===== config.mk =====
export PLATFORM = sky130hd
export DESIGN_NAME = in_order_release_reorder_buffer
export DESIGN_NICKNAME = d
export VERILOG_FILES = /design/src/hw/rtl/iorb_pkg.sv /design/src/hw/rtl/iorb_datapath.sv /design/src/hw/rtl/iorb_ctrl.sv /design/src/hw/rtl/in_order_release_reorder_buffer.sv
export SDC_FILE = /design/constraint.sdc
export NUM_CORES = 2
export LEC_CHECK = 0
export ABC_AREA = 1
export BUFFER_PORTS_ARGS = -buffer_cell sky130_fd_sc_hd__buf_2
export CELL_PAD_IN_SITES_DETAIL_PLACEMENT = 1
export CELL_PAD_IN_SITES_GLOBAL_PLACEMENT = 1
export CORE_MARGIN = 2
export CORE_UTILIZATION = 39
export DETAILED_ROUTE_END_ITERATION = 16
export PLACE_DENSITY_LB_ADDON = 0.3
export SLEW_MARGIN = 15
export SYNTH_ARGS = -nofsm -noshare
export SYNTH_HDL_FRONTEND = slang
export SYNTH_SLANG_ARGS = --single-unit

===== constraint.sdc =====
create_clock -name aclk -period 11.6 [get_ports aclk]
set_clock_uncertainty 0.1 [all_clocks]
set_input_delay 0 -clock aclk [delete_from_list [all_inputs] [get_ports aclk]]
set_output_delay 0 -clock aclk [all_outputs]
set_load 0.1 [all_outputs]

===== src/hw/rtl/iorb_pkg.sv =====
// Package for the in-order release reorder buffer.
// Holds sizes, command and result codes, and the controller/datapath structs.
// No dependencies.
package iorb_pkg;

    // Storage sizes. TAG_COUNT and QUEUE_DEPTH are powers of two here.
    localparam int QUEUE_DEPTH = 16;
    localparam int TAG_COUNT   = 64;
    localparam int FRAME_BITS  = 32;

    // Port field widths.
    localparam int CMD_W       = 2;
    localparam int TAG_IN_W    = 6;
    localparam int FRAME_IN_W  = 32;
    localparam int STATUS_W    = 8;
    localparam int KIND_W      = 2;
    localparam int FRAME_OUT_W = 32;

    // Derived widths.
    localparam int TAG_W   = $clog2(TAG_COUNT);
    localparam int HEAD_W  = $clog2(QUEUE_DEPTH);
    localparam int COUNT_W = $clog2(QUEUE_DEPTH + 1);

    // Input command codes.
    typedef enum logic [CMD_W-1:0] {
        CMD_SCHEDULE = 2'd0,
        CMD_FULFILL  = 2'd1,
        CMD_FLUSH    = 2'd2,
        CMD_RESET    = 2'd3
    } cmd_code_t;

    // Result kinds.
    localparam logic [KIND_W-1:0] KIND_FRAME    = 2'd0;
    localparam logic [KIND_W-1:0] KIND_DONE     = 2'd1;
    localparam logic [KIND_W-1:0] KIND_OVERFLOW = 2'd2;

    // Which result the datapath loads into its output register.
    typedef enum logic [2:0] {
        EMIT_NONE,
        EMIT_FRAME,
        EMIT_DONE,
        EMIT_RESET_DONE,
        EMIT_OVERFLOW
    } emit_sel_t;

    // Controller states.
    typedef enum logic [1:0] {
        ST_IDLE,
        ST_EXEC,
        ST_CHECK
    } state_t;

    // Commands from the controller to the datapath.
    typedef struct packed {
        logic      capture;
        logic      push;
        logic      fulfill;
        logic      set_pending;
        logic      clear_pending;
        logic      clear_all;
        logic      pop;
        emit_sel_t emit;
        logic      emit_last;
    } iorb_cmd_t;

    // Status from the datapath to the controller.
    typedef struct packed {
        cmd_code_t cmd;
        logic      full;
        logic      head_ready;
        logic      flush_due;
        logic      flush_pending;
        logic      hold_valid;
        logic      slot_free;
    } iorb_stat_t;

endpackage


===== src/hw/rtl/iorb_datapath.sv =====
// Datapath of the reorder buffer: tag queue, ready bits, frame memory,
// held release and output register. Depends on iorb_pkg.
module iorb_datapath
    import iorb_pkg::*;
(
    input  logic                   aclk,
    input  logic                   aresetn,
    input  logic [CMD_W-1:0]       s_command,
    input  logic [TAG_IN_W-1:0]    s_picture_tag,
    input  logic [FRAME_IN_W-1:0]  s_frame_handle,
    input  logic [STATUS_W-1:0]    s_reset_status,
    output logic                   m_valid,
    input  logic                   m_ready,
    output logic [KIND_W-1:0]      m_result_kind,
    output logic [FRAME_OUT_W-1:0] m_released_frame,
    output logic [STATUS_W-1:0]    m_done_status,
    output logic                   m_last,
    input  iorb_cmd_t              ctl,
    output iorb_stat_t             stat
);

    // Captured input item.
    cmd_code_t             cmd_reg;
    logic [TAG_W-1:0]      tag_reg;
    logic [FRAME_BITS-1:0] frame_reg;
    logic [STATUS_W-1:0]   status_reg;

    // Queue state.
    logic [TAG_W-1:0]   fifo_reg [QUEUE_DEPTH];
    logic [HEAD_W-1:0]  head_reg, head_next;
    logic [COUNT_W-1:0] count_reg, count_next;
    logic [TAG_COUNT-1:0] tag_ready_reg, tag_ready_next;
    logic               pending_reg, pending_next;

    // Frame memory and its registered read data, which also holds a popped frame.
    logic [FRAME_BITS-1:0] frame_mem [TAG_COUNT];
    logic [FRAME_BITS-1:0] rdata_reg;
    logic                  hold_reg, hold_next;

    // Output register.
    logic                   out_valid_reg, out_valid_next;
    logic [KIND_W-1:0]      kind_reg;
    logic [FRAME_OUT_W-1:0] rel_frame_reg;
    logic [STATUS_W-1:0]    done_status_reg;
    logic                   last_reg;

    logic [TAG_W-1:0]    head_tag;
    logic [HEAD_W-1:0]   tail;
    logic [COUNT_W:0]    tail_sum;
    logic                slot_free;

    // Head lookup and tail position (head plus count, wrapped once).
    assign head_tag = fifo_reg[head_reg];
    assign tail_sum = {1'b0, COUNT_W'(head_reg)} + {1'b0, count_reg};
    assign tail     = (tail_sum >= (COUNT_W + 1)'(QUEUE_DEPTH))
                      ? HEAD_W'(tail_sum - (COUNT_W + 1)'(QUEUE_DEPTH))
                      : HEAD_W'(tail_sum);
    assign slot_free = !out_valid_reg || m_ready;

    // Status toward the controller.
    always_comb begin
        stat.cmd           = cmd_reg;
        stat.full          = (count_reg == COUNT_W'(QUEUE_DEPTH));
        stat.head_ready    = (count_reg != '0) && tag_ready_reg[head_tag];
        stat.flush_due     = pending_reg && (count_reg == '0);
        stat.flush_pending = pending_reg;
        stat.hold_valid    = hold_reg;
        stat.slot_free     = slot_free;
    end

    // Capture the input item on acceptance.
    always_ff @(posedge aclk) begin
        if (ctl.capture) begin
            cmd_reg    <= cmd_code_t'(s_command);
            tag_reg    <= s_picture_tag[TAG_W-1:0];
            frame_reg  <= s_frame_handle[FRAME_BITS-1:0];
            status_reg <= s_reset_status;
        end
    end

    // Queue storage is written only at the tail.
    always_ff @(posedge aclk) begin
        if (ctl.push) begin
            fifo_reg[tail] <= tag_reg;
        end
    end

    // Frame memory: written on fulfill, read at the head tag on pop.
    always_ff @(posedge aclk) begin
        if (ctl.fulfill) begin
            frame_mem[tag_reg] <= frame_reg;
        end
        if (ctl.pop) begin
            rdata_reg <= frame_mem[head_tag];
        end
    end

    // Next state of head, count, ready bits, flush flag and held frame.
    always_comb begin
        head_next      = head_reg;
        count_next     = count_reg;
        tag_ready_next = tag_ready_reg;
        pending_next   = pending_reg;
        hold_next      = hold_reg;

        if (ctl.push) begin
            count_next = count_reg + 1'b1;
        end
        if (ctl.fulfill) begin
            tag_ready_next[tag_reg] = 1'b1;
        end
        if (ctl.set_pending) begin
            pending_next = 1'b1;
        end
        if (ctl.clear_pending) begin
            pending_next = 1'b0;
        end
        if (ctl.emit == EMIT_FRAME) begin
            hold_next = 1'b0;
        end
        if (ctl.pop) begin
            tag_ready_next[head_tag] = 1'b0;
            head_next  = (head_reg == HEAD_W'(QUEUE_DEPTH - 1)) ? '0 : head_reg + 1'b1;
            count_next = count_reg - 1'b1;
            hold_next  = 1'b1;
        end
        if (ctl.clear_all) begin
            head_next      = '0;
            count_next     = '0;
            tag_ready_next = '0;
            pending_next   = 1'b0;
        end
    end

    always_ff @(posedge aclk) begin
        if (!aresetn) begin
            head_reg      <= '0;
            count_reg     <= '0;
            tag_ready_reg <= '0;
            pending_reg   <= 1'b0;
            hold_reg      <= 1'b0;
        end else begin
            head_reg      <= head_next;
            count_reg     <= count_next;
            tag_ready_reg <= tag_ready_next;
            pending_reg   <= pending_next;
            hold_reg      <= hold_next;
        end
    end

    // Output register: loaded by an emit, emptied by a transfer.
    always_comb begin
        out_valid_next = out_valid_reg;
        if (out_valid_reg && m_ready) begin
            out_valid_next = 1'b0;
        end
        if (ctl.emit != EMIT_NONE) begin
            out_valid_next = 1'b1;
        end
    end

    always_ff @(posedge aclk) begin
        if (!aresetn) begin
            out_valid_reg <= 1'b0;
        end else begin
            out_valid_reg <= out_valid_next;
        end
    end

    always_ff @(posedge aclk) begin
        if (ctl.emit != EMIT_NONE) begin
            last_reg <= ctl.emit_last;
            case (ctl.emit)
                EMIT_FRAME: begin
                    kind_reg        <= KIND_FRAME;
                    rel_frame_reg   <= FRAME_OUT_W'(rdata_reg);
                    done_status_reg <= '0;
                end
                EMIT_DONE: begin
                    kind_reg        <= KIND_DONE;
                    rel_frame_reg   <= '0;
                    done_status_reg <= '0;
                end
                EMIT_RESET_DONE: begin
                    kind_reg        <= KIND_DONE;
                    rel_frame_reg   <= '0;
                    done_status_reg <= status_reg;
                end
                default: begin
                    kind_reg        <= KIND_OVERFLOW;
                    rel_frame_reg   <= '0;
                    done_status_reg <= '0;
                end
            endcase
        end
    end

    assign m_valid          = out_valid_reg;
    assign m_result_kind    = kind_reg;
    assign m_released_frame = rel_frame_reg;
    assign m_done_status    = done_status_reg;
    assign m_last           = last_reg;

`ifndef SYNTHESIS
    // The queue never holds more tags than it has places.
    assert property (@(posedge aclk) disable iff (!aresetn)
        count_reg <= COUNT_W'(QUEUE_DEPTH))
        else $error("tag queue count exceeds its depth");

    // A pop only happens on a nonempty queue whose head tag is fulfilled.
    assert property (@(posedge aclk) disable iff (!aresetn)
        ctl.pop |-> (count_reg != '0) && tag_ready_reg[head_tag])
        else $error("pop of an empty queue or an unfulfilled head");

    // A result is loaded only when the output register is free this cycle.
    assert property (@(posedge aclk) disable iff (!aresetn)
        (ctl.emit != EMIT_NONE) |-> slot_free)
        else $error("result loaded over an untaken result");

    // A reset command leaves an empty queue and no pending flush.
    assert property (@(posedge aclk) disable iff (!aresetn)
        ctl.clear_all |=> (count_reg == '0) && !pending_reg && (tag_ready_reg == '0))
        else $error("reset command left state behind");
`endif

endmodule


===== src/hw/rtl/iorb_ctrl.sv =====
// Controller of the reorder buffer: sequences command execution and the drain.
// Depends on iorb_pkg.
module iorb_ctrl
    import iorb_pkg::*;
(
    input  logic       aclk,
    input  logic       aresetn,
    input  logic       s_valid,
    output logic       s_ready,
    input  iorb_stat_t stat,
    output iorb_cmd_t  ctl
);

    state_t state_reg, state_next;

    // State register.
    always_ff @(posedge aclk) begin
        if (!aresetn) begin
            state_reg <= ST_IDLE;
        end else begin
            state_reg <= state_next;
        end
    end

    // Next state and datapath commands.
    always_comb begin
        state_next = state_reg;
        s_ready    = 1'b0;
        ctl        = '0;
        ctl.emit   = EMIT_NONE;

        unique case (state_reg)
            ST_IDLE: begin
                s_ready     = 1'b1;
                ctl.capture = s_valid;
                if (s_valid) begin
                    state_next = ST_EXEC;
                end
            end

            ST_EXEC: begin
                unique case (stat.cmd)
                    CMD_SCHEDULE: begin
                        // A full queue drops the tag; nothing can drain after it.
                        if (stat.full) begin
                            if (stat.slot_free) begin
                                ctl.emit      = EMIT_OVERFLOW;
                                ctl.emit_last = 1'b1;
                                state_next    = ST_IDLE;
                            end
                        end else begin
                            ctl.push   = 1'b1;
                            state_next = ST_CHECK;
                        end
                    end
                    CMD_FULFILL: begin
                        ctl.fulfill = 1'b1;
                        state_next  = ST_CHECK;
                    end
                    CMD_FLUSH: begin
                        ctl.set_pending = 1'b1;
                        state_next      = ST_CHECK;
                    end
                    CMD_RESET: begin
                        // Report a pending flush with the given status, then clear.
                        if (stat.flush_pending) begin
                            if (stat.slot_free) begin
                                ctl.emit      = EMIT_RESET_DONE;
                                ctl.emit_last = 1'b1;
                                ctl.clear_all = 1'b1;
                                state_next    = ST_IDLE;
                            end
                        end else begin
                            ctl.clear_all = 1'b1;
                            state_next    = ST_IDLE;
                        end
                    end
                endcase
            end

            ST_CHECK: begin
                // A held frame is sent once it is known whether more results follow.
                if (stat.hold_valid) begin
                    if (stat.slot_free) begin
                        ctl.emit      = EMIT_FRAME;
                        ctl.emit_last = !(stat.head_ready || stat.flush_due);
                        ctl.pop       = stat.head_ready;
                        if (!(stat.head_ready || stat.flush_due)) begin
                            state_next = ST_IDLE;
                        end
                    end
                end else if (stat.head_ready) begin
                    ctl.pop = 1'b1;
                end else if (stat.flush_due) begin
                    if (stat.slot_free) begin
                        ctl.emit          = EMIT_DONE;
                        ctl.emit_last     = 1'b1;
                        ctl.clear_pending = 1'b1;
                        state_next        = ST_IDLE;
                    end
                end else begin
                    state_next = ST_IDLE;
                end
            end

            default: begin
                state_next = ST_IDLE;
            end
        endcase
    end

`ifndef SYNTHESIS
    // Input is taken only while no earlier item is in progress.
    assert property (@(posedge aclk) disable iff (!aresetn)
        (s_valid && s_ready) |=> (state_reg == ST_EXEC))
        else $error("accepted item did not start execution");

    // A held frame is never overwritten by a pop before it has been sent.
    assert property (@(posedge aclk) disable iff (!aresetn)
        (ctl.pop && stat.hold_valid) |-> (ctl.emit == EMIT_FRAME))
        else $error("pop while a held frame was still unsent");

    // The drain finishes with nothing held.
    assert property (@(posedge aclk) disable iff (!aresetn)
        (state_reg == ST_CHECK && state_next == ST_IDLE) |=> !stat.hold_valid)
        else $error("drain ended with a frame still held");
`endif

endmodule


===== src/hw/rtl/in_order_release_reorder_buffer.sv =====
// In-order release reorder buffer: schedule commands queue picture tags in
// output order, fulfill commands bind frame handles to tags, and each fulfill,
// flush or accepted schedule command drains fulfilled tags from the head of the
// queue, releasing their frames in order, then reports a pending flush once the
// queue is empty. A schedule on a full queue reports an overflow instead. A reset
// command reports a pending flush with its status and clears all state. The
// block works on one command at a time. The drain loop reads one frame a cycle
// through the single read port of the frame memory while the output register
// is free; output back-pressure stalls it.
// Depends on iorb_pkg, iorb_ctrl and iorb_datapath.
module in_order_release_reorder_buffer
    import iorb_pkg::*;
(
    input  logic                   aclk,
    input  logic                   aresetn,
    input  logic                   s_valid,
    output logic                   s_ready,
    input  logic [CMD_W-1:0]       s_command,
    input  logic [TAG_IN_W-1:0]    s_picture_tag,
    input  logic [FRAME_IN_W-1:0]  s_frame_handle,
    input  logic [STATUS_W-1:0]    s_reset_status,
    output logic                   m_valid,
    input  logic                   m_ready,
    output logic [KIND_W-1:0]      m_result_kind,
    output logic [FRAME_OUT_W-1:0] m_released_frame,
    output logic [STATUS_W-1:0]    m_done_status,
    output logic                   m_last
);

    iorb_cmd_t  ctl;
    iorb_stat_t stat;

    // Command sequencing.
    iorb_ctrl u_ctrl (
        .aclk    (aclk),
        .aresetn (aresetn),
        .s_valid (s_valid),
        .s_ready (s_ready),
        .stat    (stat),
        .ctl     (ctl)
    );

    // Queue, tag store and output register.
    iorb_datapath u_datapath (
        .aclk             (aclk),
        .aresetn          (aresetn),
        .s_command        (s_command),
        .s_picture_tag    (s_picture_tag),
        .s_frame_handle   (s_frame_handle),
        .s_reset_status   (s_reset_status),
        .m_valid          (m_valid),
        .m_ready          (m_ready),
        .m_result_kind    (m_result_kind),
        .m_released_frame (m_released_frame),
        .m_done_status    (m_done_status),
        .m_last           (m_last),
        .ctl              (ctl),
        .stat             (stat)
    );

endmodule


==> impl_metrics.ini <==
[timing]
slew_violations = 0
finalHoldViolations = 0
tns_ns = 0
fmaxAchievable_ghz = 0.1435
tightest_slew_ns = 1.124
timing.hold.ws_ns = 0.07523
relSlewSlack_pct = 24.28
fin_crit_ns = 6.970
setup_viol_count_final = 0
rsz0062_at_grt = no
period_share_pct = 60.09

[clock_network]
numCtsBuffers = 229
path_clk_slew_ns = 0.07
clk_path_buf_depth = 3
cts_root_buf = clkbuf_16
ctsResizeCount = 0
cts_setup_buffers = 0
cts_tree = done
clock-sinks = 2349
ctsHtreeMaxLevel = 4
worstSkewPairLatency_ns = 0.87

[floorplanning]
start_util_pct = 39.26
die_w_um = 479.8
die_area_um2 = 230200
core.rowCount = 174
die_y_um = 479.8
core_um2 = 224900
ioPinCount = 97

[detailed_routing]
drtPass1Iterations = 6
num_vias = 56360
post_drt_wl_per_cell_um = 31.40
drtIter0Drc = 6764
drc = 0
drt-total-wl_um = 302600
via_per_inst = 5.848
ant_nets = 0

[synthesis]
synth_edf_count = 2267
syn_area_um2 = 88300
syn_nets = 6211
synthMuxAreaShare_pct = 0
yosys.area_share.simple_pct = 11.44
synth-seq-area-share_pct = 78.95
postSynthCellCount = 6142
synthTopCellsByArea = edfxtp_1 (77%), nand2_1 (7.0%), dfxtp_1 (1.9%)
synth_common_cells = edfxtp_1 (2,267), nand2_1 (1,643), inv_1 (248)
yosysUniqueCellTypes = 49
async_flop_share_pct = 0
yosys.area.top_type_share_pct = 77.09
synth_seq_cells = 2349
synth_compound_gate_area_share_pct = 6.444
synthAdderAreaFrac_pct = 0.2579
synth_ff_type = edfxtp_1
synth_top_family_by_area = simple AND/OR/NAND/NOR gates
synth_xor_xnor_area_share_pct = 0.05951
synth_top_cell_by_area = edfxtp_1
syn_area_per_cell_um2 = 14.38
yosys.cell_count.top_type = edfxtp_1
yosysWarnings = 0

[global_routing]
grt_overflow = 0
grtUsageTotal_pct = 25.93
grt_start_max_net_pins = 132
grt_pass1_vias = 57640
grt_antenna_before_repair = 3
grt_pass1_wl_um = 427700

[placement]
placed_cell_area_um2 = 93100
hpwl_um = 156900
portBuffers = 96
place.gp.congestion = 0.8366

[cells_and_area]
layout-drive-gt1-share_pct = 11.06
stdcell_area_um2 = 101600
fin_nets = 6512
postLayoutCoreUtil_pct = 45.17
area_delta_synth_final_pct = 15.04
largest_register_ff_count = 2048

[power_and_ir_drop]
p_sw_share_pct = 24.10
power.leakage_nw = 34.12
vdd_ir_drop_max_v = 0.0001617
p_clk_share_pct = 40.3
p_seq_share_pct = 51.8
power_density_nw_per_um2 = 182.6
switchingPower_w = 0.004472
p_comb_share_pct = 8.0
p_int_w = 0.01408

[setup_path]
critPathTopFamily = buffers and inverters
required_ns = 12.23
slowest_delay_ns = 0.94
arrival_ns = 7.60
cpMaxStageDelayCell = buf_4
start_kind = flip-flop
crit_top_cell = nand2_1
worstPathCellList = buf_4, inv_2, nand2_1, nand2_1, nand2_1, nand3_1, nand3_2, nand2_4, inv_2, nand2_1, nand3_1, nand2_1, o21ai_1, nand2_1, nor2_2, nand3_4, inv_4, buf_4, ha_1, nand3_1, nand3_1, xor2_1, nor2_1, nor2_1
crit_buf_inv = 5
cp-end-kind = flip-flop
criticalPathCategory = flip-flop to flip-flop
crit_fanout = 55

[min_path]
hp-class = primary input to flip-flop

[flow_run]
max_cap_violations = 0

[status]
outcome = finished clean
-- tightest hold or removal path, delay by kind of cell --
family,cells,cell delay [ns]
and+or+nand+nor,1,0.07
buffers and inverters,3,0.77
-- per-layer routing --
layer / global-route usage [%] / share of wire, %
met2: 42.22 / 47
met4: 9.770 / 4.0
met5: 0 / 0
met3: 3.989 / 8.3
met1: 35.12 / 40
-- path summary, 6_finish.rpt --
check / start / to / slack (ns) / cells past startpoint
hold / removal: s_valid / u_datapath.status_reg[5] / 0.08 / 4
setup / recovery: flip-flop / u_datapath.count_reg[3] / 4.63 / 24
setup reg to reg: flip-flop / u_datapath.count_reg[3] / 4.63 / 24
hold reg to reg: u_datapath.tag_ready_reg[43] / u_datapath.tag_ready_reg[43] / 0.41 / 2
-- logic make-up after synthesis --
| family | count (synthesis) |
|---|---|
| and+or+nand+nor | 2414 |
| DFF | 2349 |
| AOI/OAI and AO/OA | 755 |
| buffers and inverters | 601 |
| adders and majority gates | 17 |
| xor gates and xnor gates | 6 |
-- layout make-up --
type	count	area (um2)
Multi-Input combinational cell	3192	16660
Timing Repair Buffer	370	2873
Clock buffer	287	6031
Sequential cell	2349	69720
Tap cell	2992	3744
Clock inverter	144	1399
Fill cell	22280	123300
Inverter	301	1152
Antenna cell	2	5.005
-- metrics by stage --
stage,total power [W],instances,setup WS [ns]
after floorplan,0.01055,6142,7.897
after global placement,0.01117,9100,4.742
after detailed placement,0.01122,9100,4.709
after CTS,0.01862,9635,4.690
after global routing,0.01903,9635,4.285
final,0.01855,9637,4.630
-- power groups by stage --
stage          registers [W]  logic, W  clock network, W
6_report             0.00960   0.00148           0.00747
5_1_grt              0.00960   0.00157           0.00786
4_1_cts              0.00960   0.00147           0.00755
3_5_place_dp         0.00978   0.00143                 0
3_3_place_gp         0.00978   0.00139                 0
2_1_floorplan        0.00994  0.000604                 0
-- layout by cell type (no fill, tap or decap), drive strengths merged, types with 6 or more instances in the layout --
| cell | synthesis | layout |
|---|---|---|
| dfxtp | 82 | 82 |
| clkbuf | 107 | 287 |
| nand2 | 1647 | 1647 |
| o2111a | 15 | 15 |
| clkinvlp | 0 | 7 |
| a221oi | 173 | 173 |
| o211ai | 75 | 75 |
| a211oi | 8 | 8 |
| buf | 193 | 266 |
| inv | 301 | 306 |
| clkinv | 0 | 109 |
| o2111ai | 6 | 6 |
| bufinv | 0 | 23 |
| a22oi | 212 | 212 |
| edfxtp | 2267 | 2267 |
| nand3 | 245 | 245 |
| dlygate4sd3 | 0 | 104 |
| a22o | 69 | 69 |
| ha | 15 | 15 |
| o31ai | 14 | 14 |
| a21oi | 28 | 28 |
| nand4 | 233 | 233 |
| nor3 | 14 | 14 |
| a32o | 9 | 9 |
| o21ai | 125 | 125 |
| nand3b | 14 | 14 |
| nor2 | 254 | 254 |
-- repair_timing --
item,CTS,global route
endpoints found under the hold margin,177,0
hold buffers,104,0
setup endpoints to repair,0,0
(Power assumes the default switching activity.)
